$ cat config.mk
export PLATFORM = sky130hd
export DESIGN_NAME = sha256_byte_stream_hasher
export DESIGN_NICKNAME = d
export VERILOG_FILES = /design/src/design/sbsh_pkg.sv /design/src/design/sha256_byte_stream_hasher.sv /design/src/design/sbsh_ram.sv
export SDC_FILE = /design/constraint.sdc
export NUM_CORES = 2
export LEC_CHECK = 0
export BUFFER_PORTS_ARGS = -buffer_cell sky130_fd_sc_hd__buf_2
export CAP_MARGIN = 20
export CORE_MARGIN = 2
export CORE_UTILIZATION = 50
export DETAILED_ROUTE_END_ITERATION = 6
export HOLD_SLACK_MARGIN = 0.1
export PLACE_DENSITY = 0.69
export SKIP_CTS_REPAIR_TIMING = 1
export SLEW_MARGIN = 20
export SYNTH_ARGS = -nofsm -noshare
export SYNTH_HDL_FRONTEND = slang
export SYNTH_SLANG_ARGS = --single-unit
$ cat constraint.sdc
create_clock -name clk -period 28.8 [get_ports clk]
set_clock_uncertainty 0.05 [all_clocks]
set_input_delay 2.88 -clock clk [delete_from_list [all_inputs] [get_ports clk]]
set_output_delay 2.88 -clock clk [all_outputs]
set_load 0.01 [all_outputs]
$ cat src/design/sbsh_pkg.sv
// ----------------------------------------------------------------------------
// sbsh_pkg: shared types, codes and round functions of the SHA-256 hasher
// Holds the request codes, status codes, sequencer states, the round
// constant and initial vector tables, and the sigma helper functions.
// ----------------------------------------------------------------------------
package sbsh_pkg;

	typedef enum logic [1:0] {
		OP_ABSORB   = 2'd0,
		OP_FINALIZE = 2'd1,
		OP_READ     = 2'd2,
		OP_RESET    = 2'd3
	} op_t;

	typedef enum logic [1:0] {
		ST_OK       = 2'd0,
		ST_INVALID  = 2'd1,
		ST_TOO_LONG = 2'd2
	} status_t;

	typedef enum logic [2:0] {
		S_IDLE,
		S_PAD,
		S_LOAD,
		S_ROUND,
		S_FOLD,
		S_EMIT_RD,
		S_EMIT_WR
	} state_t;

	localparam logic [7:0]  PAD_MARK   = 8'h80;
	localparam logic [31:0] LEN_LIMIT  = 32'hFFFF_FFF7;
	localparam logic [5:0]  LAST_BYTE  = 6'd63;
	localparam logic [5:0]  LAST_ROUND = 6'd63;
	localparam logic [5:0]  LOAD_END   = 6'd16;
	localparam logic [5:0]  FOLD_END   = 6'd8;
	localparam logic [5:0]  LEN_START  = 6'd56;
	localparam logic [3:0]  LAST_WORD  = 4'd15;

	function automatic logic [31:0] sbsh_k(input logic [5:0] i);
		logic [31:0] k;
		case (i)
			6'd0:  k = 32'h428a2f98; 6'd1:  k = 32'h71374491;
			6'd2:  k = 32'hb5c0fbcf; 6'd3:  k = 32'he9b5dba5;
			6'd4:  k = 32'h3956c25b; 6'd5:  k = 32'h59f111f1;
			6'd6:  k = 32'h923f82a4; 6'd7:  k = 32'hab1c5ed5;
			6'd8:  k = 32'hd807aa98; 6'd9:  k = 32'h12835b01;
			6'd10: k = 32'h243185be; 6'd11: k = 32'h550c7dc3;
			6'd12: k = 32'h72be5d74; 6'd13: k = 32'h80deb1fe;
			6'd14: k = 32'h9bdc06a7; 6'd15: k = 32'hc19bf174;
			6'd16: k = 32'he49b69c1; 6'd17: k = 32'hefbe4786;
			6'd18: k = 32'h0fc19dc6; 6'd19: k = 32'h240ca1cc;
			6'd20: k = 32'h2de92c6f; 6'd21: k = 32'h4a7484aa;
			6'd22: k = 32'h5cb0a9dc; 6'd23: k = 32'h76f988da;
			6'd24: k = 32'h983e5152; 6'd25: k = 32'ha831c66d;
			6'd26: k = 32'hb00327c8; 6'd27: k = 32'hbf597fc7;
			6'd28: k = 32'hc6e00bf3; 6'd29: k = 32'hd5a79147;
			6'd30: k = 32'h06ca6351; 6'd31: k = 32'h14292967;
			6'd32: k = 32'h27b70a85; 6'd33: k = 32'h2e1b2138;
			6'd34: k = 32'h4d2c6dfc; 6'd35: k = 32'h53380d13;
			6'd36: k = 32'h650a7354; 6'd37: k = 32'h766a0abb;
			6'd38: k = 32'h81c2c92e; 6'd39: k = 32'h92722c85;
			6'd40: k = 32'ha2bfe8a1; 6'd41: k = 32'ha81a664b;
			6'd42: k = 32'hc24b8b70; 6'd43: k = 32'hc76c51a3;
			6'd44: k = 32'hd192e819; 6'd45: k = 32'hd6990624;
			6'd46: k = 32'hf40e3585; 6'd47: k = 32'h106aa070;
			6'd48: k = 32'h19a4c116; 6'd49: k = 32'h1e376c08;
			6'd50: k = 32'h2748774c; 6'd51: k = 32'h34b0bcb5;
			6'd52: k = 32'h391c0cb3; 6'd53: k = 32'h4ed8aa4a;
			6'd54: k = 32'h5b9cca4f; 6'd55: k = 32'h682e6ff3;
			6'd56: k = 32'h748f82ee; 6'd57: k = 32'h78a5636f;
			6'd58: k = 32'h84c87814; 6'd59: k = 32'h8cc70208;
			6'd60: k = 32'h90befffa; 6'd61: k = 32'ha4506ceb;
			6'd62: k = 32'hbef9a3f7; 6'd63: k = 32'hc67178f2;
			default: k = 32'h0;
		endcase
		return k;
	endfunction

	function automatic logic [31:0] sbsh_iv(input logic [2:0] i);
		logic [31:0] v;
		case (i)
			3'd0: v = 32'h6A09E667; 3'd1: v = 32'hBB67AE85;
			3'd2: v = 32'h3C6EF372; 3'd3: v = 32'hA54FF53A;
			3'd4: v = 32'h510E527F; 3'd5: v = 32'h9B05688C;
			3'd6: v = 32'h1F83D9AB; 3'd7: v = 32'h5BE0CD19;
			default: v = 32'h0;
		endcase
		return v;
	endfunction

	function automatic logic [31:0] rotr(input logic [31:0] x, input int n);
		return (x >> n) | (x << (32 - n));
	endfunction

	function automatic logic [31:0] big_s0(input logic [31:0] x);
		return rotr(x, 2) ^ rotr(x, 13) ^ rotr(x, 22);
	endfunction

	function automatic logic [31:0] big_s1(input logic [31:0] x);
		return rotr(x, 6) ^ rotr(x, 11) ^ rotr(x, 25);
	endfunction

	function automatic logic [31:0] small_s0(input logic [31:0] x);
		return rotr(x, 7) ^ rotr(x, 18) ^ (x >> 3);
	endfunction

	function automatic logic [31:0] small_s1(input logic [31:0] x);
		return rotr(x, 17) ^ rotr(x, 19) ^ (x >> 10);
	endfunction

endpackage

$ cat src/design/sha256_byte_stream_hasher.sv
// ----------------------------------------------------------------------------
// sha256_byte_stream_hasher: SHA-256 over a stream of message bytes
// Message words sit in a 16-word block RAM, chaining words in an 8-word RAM.
// A sequencer pads, loads, runs 64 rounds and folds back into the chain RAM.
//
//   channel | direction | fields                                  | handshake
//   in      | input     | operation, data_byte                    | in_valid/in_ready
//   out     | output    | digest_word, word_index, last_word,     | out_valid/out_ready
//           |           | status                                  |
//
// An absorb is taken while the sequencer idles; every 64th byte adds a
// compression of load, round and fold steps, and requests wait meanwhile.
// Finalize pads the block, compresses once or twice, then emits eight
// words, each read from the chain RAM port before it is registered.
// Reset clears all control state; the chain RAM reads as the initial vector
// until the first fold. Requests wait while the output register is full.
// ----------------------------------------------------------------------------
module sha256_byte_stream_hasher
	import sbsh_pkg::*;
(
	input  logic        clk,
	input  logic        arst_n,
	input  logic        in_valid,
	output logic        in_ready,
	input  logic [1:0]  operation,
	input  logic [7:0]  data_byte,
	output logic        out_valid,
	input  logic        out_ready,
	output logic [31:0] digest_word,
	output logic [2:0]  word_index,
	output logic        last_word,
	output logic [1:0]  status
);

	state_t      state_q, state_d;
	logic [5:0]  fill_q;
	logic [31:0] bitlen_q;
	logic        done_q;
	logic [1:0]  err_q;
	logic        chain_iv_q;
	logic [23:0] part_q;
	logic [5:0]  cnt_q;
	logic [3:0]  pad_addr_q;
	logic        mark_q;
	logic        second_q;
	logic        fin_q;
	logic [2:0]  emit_q;
	logic [2:0]  chain_raddr_q;
	logic [31:0] w_q [16];
	logic [31:0] v_q [8];

	logic        out_valid_q;
	logic [31:0] word_q;
	logic [2:0]  index_q;
	logic        last_q;
	logic [1:0]  status_q;

	logic        out_free, acc;
	logic        blk_we, blk_re, ch_we, ch_re;
	logic [3:0]  blk_waddr;
	logic [31:0] blk_wdata, blk_rd;
	logic [2:0]  ch_waddr, ch_raddr;
	logic [31:0] ch_wdata, ch_ram_rd, ch_rd;
	logic [31:0] mark_word, pad_word, t1, t2, w_new;

	assign out_free = !out_valid_q || out_ready;
	assign in_ready = (state_q == S_IDLE) && out_free;
	assign acc      = in_valid && in_ready;

	assign out_valid   = out_valid_q;
	assign digest_word = word_q;
	assign word_index  = index_q;
	assign last_word   = last_q;
	assign status      = status_q;

	// chain words read as the initial vector until the first fold completes
	assign ch_rd = chain_iv_q ? sbsh_iv(chain_raddr_q) : ch_ram_rd;

	// build the pad words: the word that carries the pad mark, the bit length and zeros
	always_comb begin
		case (fill_q[1:0])
			2'd0:    mark_word = {PAD_MARK, 24'h0};
			2'd1:    mark_word = {part_q[7:0], PAD_MARK, 16'h0};
			2'd2:    mark_word = {part_q[15:0], PAD_MARK, 8'h0};
			default: mark_word = {part_q, PAD_MARK};
		endcase
		if (mark_q) begin
			pad_word = mark_word;
		end else if (pad_addr_q == LAST_WORD && !second_q) begin
			pad_word = bitlen_q;
		end else begin
			pad_word = 32'h0;
		end
	end

	// round and schedule arithmetic
	always_comb begin
		t1 = v_q[7] + big_s1(v_q[4]) + ((v_q[4] & v_q[5]) ^ (~v_q[4] & v_q[6]))
			+ sbsh_k(cnt_q) + w_q[0];
		t2 = big_s0(v_q[0]) + ((v_q[0] & v_q[1]) ^ (v_q[0] & v_q[2]) ^ (v_q[1] & v_q[2]));
		w_new = small_s1(w_q[14]) + w_q[9] + small_s0(w_q[1]) + w_q[0];
	end

	// next state
	always_comb begin
		state_d = state_q;
		case (state_q)
			S_IDLE: begin
				if (acc && operation != OP_RESET && err_q == ST_OK) begin
					case (operation)
						OP_ABSORB: begin
							if (!done_q && bitlen_q <= LEN_LIMIT && fill_q == LAST_BYTE) begin
								state_d = S_LOAD;
							end
						end
						OP_FINALIZE: begin
							if (!done_q) begin
								state_d = S_PAD;
							end
						end
						default: begin
							state_d = done_q ? S_EMIT_RD : S_PAD;
						end
					endcase
				end
			end
			S_PAD: begin
				if (pad_addr_q == LAST_WORD) begin
					state_d = S_LOAD;
				end
			end
			S_LOAD: begin
				if (cnt_q == LOAD_END) begin
					state_d = S_ROUND;
				end
			end
			S_ROUND: begin
				if (cnt_q == LAST_ROUND) begin
					state_d = S_FOLD;
				end
			end
			S_FOLD: begin
				if (cnt_q == FOLD_END) begin
					if (fin_q && second_q) begin
						state_d = S_PAD;
					end else if (fin_q) begin
						state_d = S_EMIT_RD;
					end else begin
						state_d = S_IDLE;
					end
				end
			end
			S_EMIT_RD: state_d = S_EMIT_WR;
			S_EMIT_WR: begin
				if (out_free) begin
					state_d = (emit_q == 3'd7) ? S_IDLE : S_EMIT_RD;
				end
			end
			default: state_d = S_IDLE;
		endcase
	end

	// memory port controls
	always_comb begin
		blk_we    = 1'b0;
		blk_waddr = fill_q[5:2];
		blk_wdata = {part_q, data_byte};
		blk_re    = 1'b0;
		ch_we     = 1'b0;
		ch_waddr  = 3'(cnt_q - 6'd1);
		ch_wdata  = ch_rd + v_q[0];
		ch_re     = 1'b0;
		ch_raddr  = cnt_q[2:0];
		case (state_q)
			S_IDLE: begin
				blk_we = acc && operation == OP_ABSORB && err_q == ST_OK && !done_q
					&& bitlen_q <= LEN_LIMIT && fill_q[1:0] == 2'd3;
			end
			S_PAD: begin
				blk_we    = 1'b1;
				blk_waddr = pad_addr_q;
				blk_wdata = pad_word;
			end
			S_LOAD: begin
				blk_re = cnt_q < LOAD_END;
				ch_re  = cnt_q < FOLD_END;
			end
			S_FOLD: begin
				ch_re = cnt_q < FOLD_END;
				ch_we = cnt_q != 6'd0;
			end
			S_EMIT_RD: begin
				ch_re    = 1'b1;
				ch_raddr = emit_q;
			end
			default: begin
			end
		endcase
	end

	sbsh_ram #(.WIDTH(32), .DEPTH(16)) u_blk_ram (
		.clk   (clk),
		.we    (blk_we),
		.waddr (blk_waddr),
		.wdata (blk_wdata),
		.re    (blk_re),
		.raddr (cnt_q[3:0]),
		.rdata (blk_rd)
	);

	sbsh_ram #(.WIDTH(32), .DEPTH(8)) u_chain_ram (
		.clk   (clk),
		.we    (ch_we),
		.waddr (ch_waddr),
		.wdata (ch_wdata),
		.re    (ch_re),
		.raddr (ch_raddr),
		.rdata (ch_ram_rd)
	);

	// control state
	always_ff @(posedge clk or negedge arst_n) begin
		if (!arst_n) begin
			state_q     <= S_IDLE;
			fill_q      <= '0;
			bitlen_q    <= '0;
			done_q      <= 1'b0;
			err_q       <= ST_OK;
			chain_iv_q  <= 1'b1;
			cnt_q       <= '0;
			pad_addr_q  <= '0;
			mark_q      <= 1'b0;
			second_q    <= 1'b0;
			fin_q       <= 1'b0;
			emit_q      <= '0;
			out_valid_q <= 1'b0;
		end else begin
			state_q <= state_d;
			if (out_valid_q && out_ready) begin
				out_valid_q <= 1'b0;
			end
			case (state_q)
				S_IDLE: begin
					cnt_q <= '0;
					if (acc) begin
						if (operation == OP_RESET) begin
							fill_q     <= '0;
							bitlen_q   <= '0;
							done_q     <= 1'b0;
							err_q      <= ST_OK;
							chain_iv_q <= 1'b1;
						end else if (err_q != ST_OK) begin
							out_valid_q <= 1'b1;
						end else if (operation == OP_ABSORB) begin
							if (done_q) begin
								out_valid_q <= 1'b1;
							end else if (bitlen_q > LEN_LIMIT) begin
								err_q       <= ST_TOO_LONG;
								out_valid_q <= 1'b1;
							end else begin
								fill_q   <= fill_q + 6'd1;
								bitlen_q <= bitlen_q + 32'd8;
							end
						end else if (operation == OP_FINALIZE && done_q) begin
							out_valid_q <= 1'b1;
						end else if (done_q) begin
							emit_q <= '0;
						end else begin
							fin_q      <= 1'b1;
							mark_q     <= 1'b1;
							pad_addr_q <= fill_q[5:2];
							second_q   <= fill_q >= LEN_START;
							emit_q     <= '0;
						end
					end
				end
				S_PAD: begin
					mark_q     <= 1'b0;
					pad_addr_q <= pad_addr_q + 4'd1;
					cnt_q      <= '0;
				end
				S_LOAD: begin
					cnt_q <= (cnt_q == LOAD_END) ? 6'd0 : cnt_q + 6'd1;
				end
				S_ROUND: begin
					cnt_q <= (cnt_q == LAST_ROUND) ? 6'd0 : cnt_q + 6'd1;
				end
				S_FOLD: begin
					cnt_q <= cnt_q + 6'd1;
					if (cnt_q == FOLD_END) begin
						cnt_q      <= '0;
						chain_iv_q <= 1'b0;
						fill_q     <= '0;
						if (fin_q && second_q) begin
							second_q   <= 1'b0;
							pad_addr_q <= '0;
						end else if (fin_q) begin
							fin_q    <= 1'b0;
							done_q   <= 1'b1;
							bitlen_q <= '0;
						end
					end
				end
				S_EMIT_WR: begin
					if (out_free) begin
						out_valid_q <= 1'b1;
						emit_q      <= emit_q + 3'd1;
					end
				end
				default: begin
				end
			endcase
		end
	end

	// payload: partial word, window, working variables, output
	always_ff @(posedge clk) begin
		if (ch_re) begin
			chain_raddr_q <= ch_raddr;
		end
		case (state_q)
			S_IDLE: begin
				if (acc) begin
					if (operation == OP_ABSORB) begin
						part_q <= {part_q[15:0], data_byte};
					end
					word_q   <= '0;
					index_q  <= '0;
					last_q   <= 1'b1;
					status_q <= (err_q != ST_OK) ? err_q
						: (operation == OP_ABSORB && !done_q) ? ST_TOO_LONG : ST_INVALID;
				end
			end
			S_LOAD: begin
				if (cnt_q != 6'd0) begin
					for (int i = 0; i < 15; i++) begin
						w_q[i] <= w_q[i+1];
					end
					w_q[15] <= blk_rd;
				end
				if (cnt_q != 6'd0 && cnt_q <= FOLD_END) begin
					for (int i = 0; i < 7; i++) begin
						v_q[i] <= v_q[i+1];
					end
					v_q[7] <= ch_rd;
				end
			end
			S_ROUND: begin
				for (int i = 0; i < 15; i++) begin
					w_q[i] <= w_q[i+1];
				end
				w_q[15] <= w_new;
				v_q[7] <= v_q[6];
				v_q[6] <= v_q[5];
				v_q[5] <= v_q[4];
				v_q[4] <= v_q[3] + t1;
				v_q[3] <= v_q[2];
				v_q[2] <= v_q[1];
				v_q[1] <= v_q[0];
				v_q[0] <= t1 + t2;
			end
			S_FOLD: begin
				if (cnt_q != 6'd0) begin
					for (int i = 0; i < 7; i++) begin
						v_q[i] <= v_q[i+1];
					end
					v_q[7] <= v_q[0];
				end
			end
			S_EMIT_WR: begin
				if (out_free) begin
					word_q   <= ch_rd;
					index_q  <= emit_q;
					last_q   <= emit_q == 3'd7;
					status_q <= ST_OK;
				end
			end
			default: begin
			end
		endcase
	end

	// requests are taken only by the idle sequencer
	a_ready_idle: assert property (@(posedge clk) disable iff (!arst_n)
		in_ready |-> state_q == S_IDLE)
		else $error("request taken while sequencer busy");

	// block RAM is written only by absorb or padding
	a_blk_write: assert property (@(posedge clk) disable iff (!arst_n)
		blk_we |-> (state_q == S_IDLE || state_q == S_PAD))
		else $error("block RAM written outside absorb or pad");

	// a stalled digest word waits in place
	a_emit_hold: assert property (@(posedge clk) disable iff (!arst_n)
		(state_q == S_EMIT_WR && !out_free) |=> state_q == S_EMIT_WR)
		else $error("digest word dropped under stall");

	// a finished message holds no buffered bytes
	a_done_empty: assert property (@(posedge clk) disable iff (!arst_n)
		done_q |-> fill_q == 6'd0)
		else $error("bytes buffered after finalize");

endmodule

$ cat src/design/sbsh_ram.sv
// ----------------------------------------------------------------------------
// sbsh_ram: generic simple dual-port RAM
// One write port and one read port; read data is registered and holds
// while no read is issued.
// ----------------------------------------------------------------------------
module sbsh_ram #(
	parameter int WIDTH = 32,
	parameter int DEPTH = 16
) (
	input  logic                     clk,
	input  logic                     we,
	input  logic [$clog2(DEPTH)-1:0] waddr,
	input  logic [WIDTH-1:0]         wdata,
	input  logic                     re,
	input  logic [$clog2(DEPTH)-1:0] raddr,
	output logic [WIDTH-1:0]         rdata
);

	logic [WIDTH-1:0] mem [DEPTH];

	// write and registered read
	always_ff @(posedge clk) begin
		if (we) begin
			mem[waddr] <= wdata;
		end
		if (re) begin
			rdata <= mem[raddr];
		end
	end

endmodule

==> results.cfg <==
[status]
status = finished, final reports clean

[drt]
ant_nets = 0
detailedRoute.firstIterationViolations = 5841
num_vias = 51860
dr.pass1.iters = 6
drc_errors = 0
wl_per_cell_um = 25.48
viasPerCell = 5.892
routed_wl_um = 224300

[synth]
synth_top_flop_cell = edfxtp_1
synth_edf_count = 1665
synthArstFlopShare = 0.03309
synthCells = 6454
netlist.area_leader.share = 0.6017
yosysWarnings = 0
synth_top_area_cell = edfxtp_1
syn_area_mm2 = 0.08309
seq_area_frac_synth = 0.6264
synth.distinct_cells = 95
yosys-top-cells-area = edfxtp_1, nand2_1, fa_1
synth_area_per_cell_um2 = 12.87
syn-num-nets = 6850
ys_ff_latch = 1753

[setup_path]
critPathArrivalTime_ps = 11260
crit_top_cell = a21oi_1
crit_start = cnt_q[2]$_DFFE_PN0P_
r2r_cells = 37
end_kind = flip-flop
worstSetupStartpointType = flip-flop
worstSetupPathType = reg2reg
crit_end = v_q[0][31]$_DFFE_PP_
rr_endpoint = v_q[0][31]$_DFFE_PP_
ff2ff_setup_slack_ps = 18020
r2r_start = cnt_q[2]$_DFFE_PN0P_
crit_path_max_incr_delay_ps = 850
worstPathRequired_ps = 29280
slowest_stage = dfrtp_4
crit_fanout = 50

[timing]
worst_pin_slew_ps = 1141
setup_violations = 0
slew_violations = 0
min_period_over_period = 0.3744
setup-tns-final_ps = 0
hold_violations = 0
fin_ws_ps = 18020
relSlewSlack = 0.2241
layout_min_cycle_time_ps = 10780
max_freq_mhz = 92.75
rsz0062_at_grt = no

[floorplanning]
start_util = 0.5036
die_x_um = 411.7
row_count = 149
core_area_mm2 = 0.1650
io-pin-count = 54
dieArea_mm2 = 0.1695
die_h_um = 411.7

[worst_hold_path]
hp-class = reg2reg

[clocking]
clk_pin_slew_ps = 70
h-tree-depth = 4
clkSinkCount = 1753
clk-insertion-delay-late_ps = 850
cts_tree = yes
cts_root_buffer = clkbuf_16
cts_max_path_buffers = 3
numCtsBuffers = 176

[global_routing]
grt_pass1_wl_um = 329900
grt_max_degree = 214
grt_pass1_vias = 49800
grt_overflow = 0
grtUsageTotal = 0.2644
antenna_found_initial = 0

[placed_design]
post-place-ws_ps = 18300
place.port_buffers = 53
gp_congestion = 1.016
place_hpwl_um = 149300
dpl_cell_area_mm2 = 0.08603

[final_layout]
syn2layout_area_growth_pct = 10.55
fin_nets = 6868
final_area_mm2 = 0.09186
fillCellCount = 13230
layout-drive-gt1-share = 0.09149

[job]
drv_cap = 0
## placed cells by master (no fill, tap or decap), drive strengths merged, types with 76 or more instances in the layout
cell type	count
o21ai	368
a21o	108
nand3	223
mux4	79
xnor2	289
mux2i	177
inv	317
nor2	304
fa	188
a21oi	255
buf	168
nand2	1107
clkinv	76
xor2	121
edfxtp	1665
ha	194
clkbuf	218
## metrics by stage
stage	utilization	hold WS, ps	std cells
2_1_floorplan	-	350.3	6454
3_3_place_gp	0.5214	350.4	8481
3_5_place_dp	0.5214	354.5	8483
4_1_cts	0.5566	348.9	8802
5_1_grt	0.5567	357.1	8802
6_report	0.5567	347.6	8803
## flip-flops by register name, indices dropped and copies added, names as in the netlist, 2 cells and up, named ones only
name / flops
pad_addr_q: 4
cnt_q: 6
w_q: 512
u_chain_ram.mem: 256
chain_raddr_q: 3
bitlen_q: 29
emit_q: 3
u_blk_ram.rdata: 32
u_blk_ram.mem: 512
part_q: 24
v_q: 256
u_chain_ram.rdata: 32
fill_q: 6
status: 2
digest_word: 32
state_q: 3
word_index: 3
## logic make-up after synthesis
group,after synthesis,synth area share
adder cells (fa/ha/maj),384,0.07475
AO/OA/AOI/OAI,1115,0.08488
AND/OR/NAND/NOR,1866,0.09476
flip-flops,1753,0.6264
buffers and inverters,644,0.02941
multiplexers,280,0.04599
XOR/XNOR,412,0.04376
## worst min-delay path by stage
stage / startpoint / end / cells after the start
floorplan: w_q[0][132]$_DFFE_PP_ / w_q[0][100]$_DFFE_PP_ / 0
global placement: w_q[0][150]$_DFFE_PP_ / w_q[0][118]$_DFFE_PP_ / 0
detailed placement: w_q[0][151]$_DFFE_PP_ / w_q[0][119]$_DFFE_PP_ / 0
CTS: w_q[1][235]$_DFFE_PP_ / w_q[1][203]$_DFFE_PP_ / 0
global route: w_q[1][70]$_DFFE_PP_ / w_q[1][38]$_DFFE_PP_ / 0
finish: w_q[1][235]$_DFFE_PP_ / w_q[1][203]$_DFFE_PP_ / 0
## worst max-delay path: cells and delay by family (launching register included)
family	cells	cell delay (ps)
adder cells (fa/ha/maj)	6	2680
AND/OR/NAND/NOR	3	1040
flip-flops	1	850
buffers and inverters	6	960
AO/OA/AOI/OAI	19	4090
multiplexers	1	270
XOR/XNOR	2	430
## routing by layer
metal  GRT usage  vias up  wire length (µm)
li1            -    23380                 -
met1      0.3653    25870             92210
met2      0.4203     2203            105800
met3     0.04659      414             17330
met4     0.09979        0              8980
met5           0        -                 0
## cell usage after synthesis, drive strengths merged, types with 16 or more instances
cell and number:
edfxtp 1665, nand2 1107, o21ai 368, inv 312
nor2 304, xnor2 289, clkbuf 274, a21oi 255
nand3 223, ha 194, fa 188, mux2i 177
xor2 121, a21o 108, mux4 79, o221ai 70
dfrtp 57, buf 54, nor3 48, o22ai 39
nand2b 34, nand4 34, a31oi 33, dfxtp 30
o21a 28, mux2 24, a211oi 23, o31ai 23
and3 22, a221oi 20, nor2b 20, and2 18
o21bai 18, a22oi 16
## layout make-up
cell class / instances / area, µm² / share of cell area
sequential: 1753 / 52070 / 0.5668
multi-input combinational: 4057 / 28900 / 0.3146
inverter: 316 / 1187 / 0.01293
clock buffer: 218 / 4696 / 0.05112
timing repair buffer: 168 / 1169 / 0.01272
antenna: 1 / 2.502 / 0.00002724
clock inverter: 101 / 1101 / 0.01199
tap: 2189 / 2739 / 0.02982
Power is not shown: default switching activity piles up to over one toggle a cycle in this logic, so the estimate is an artifact.
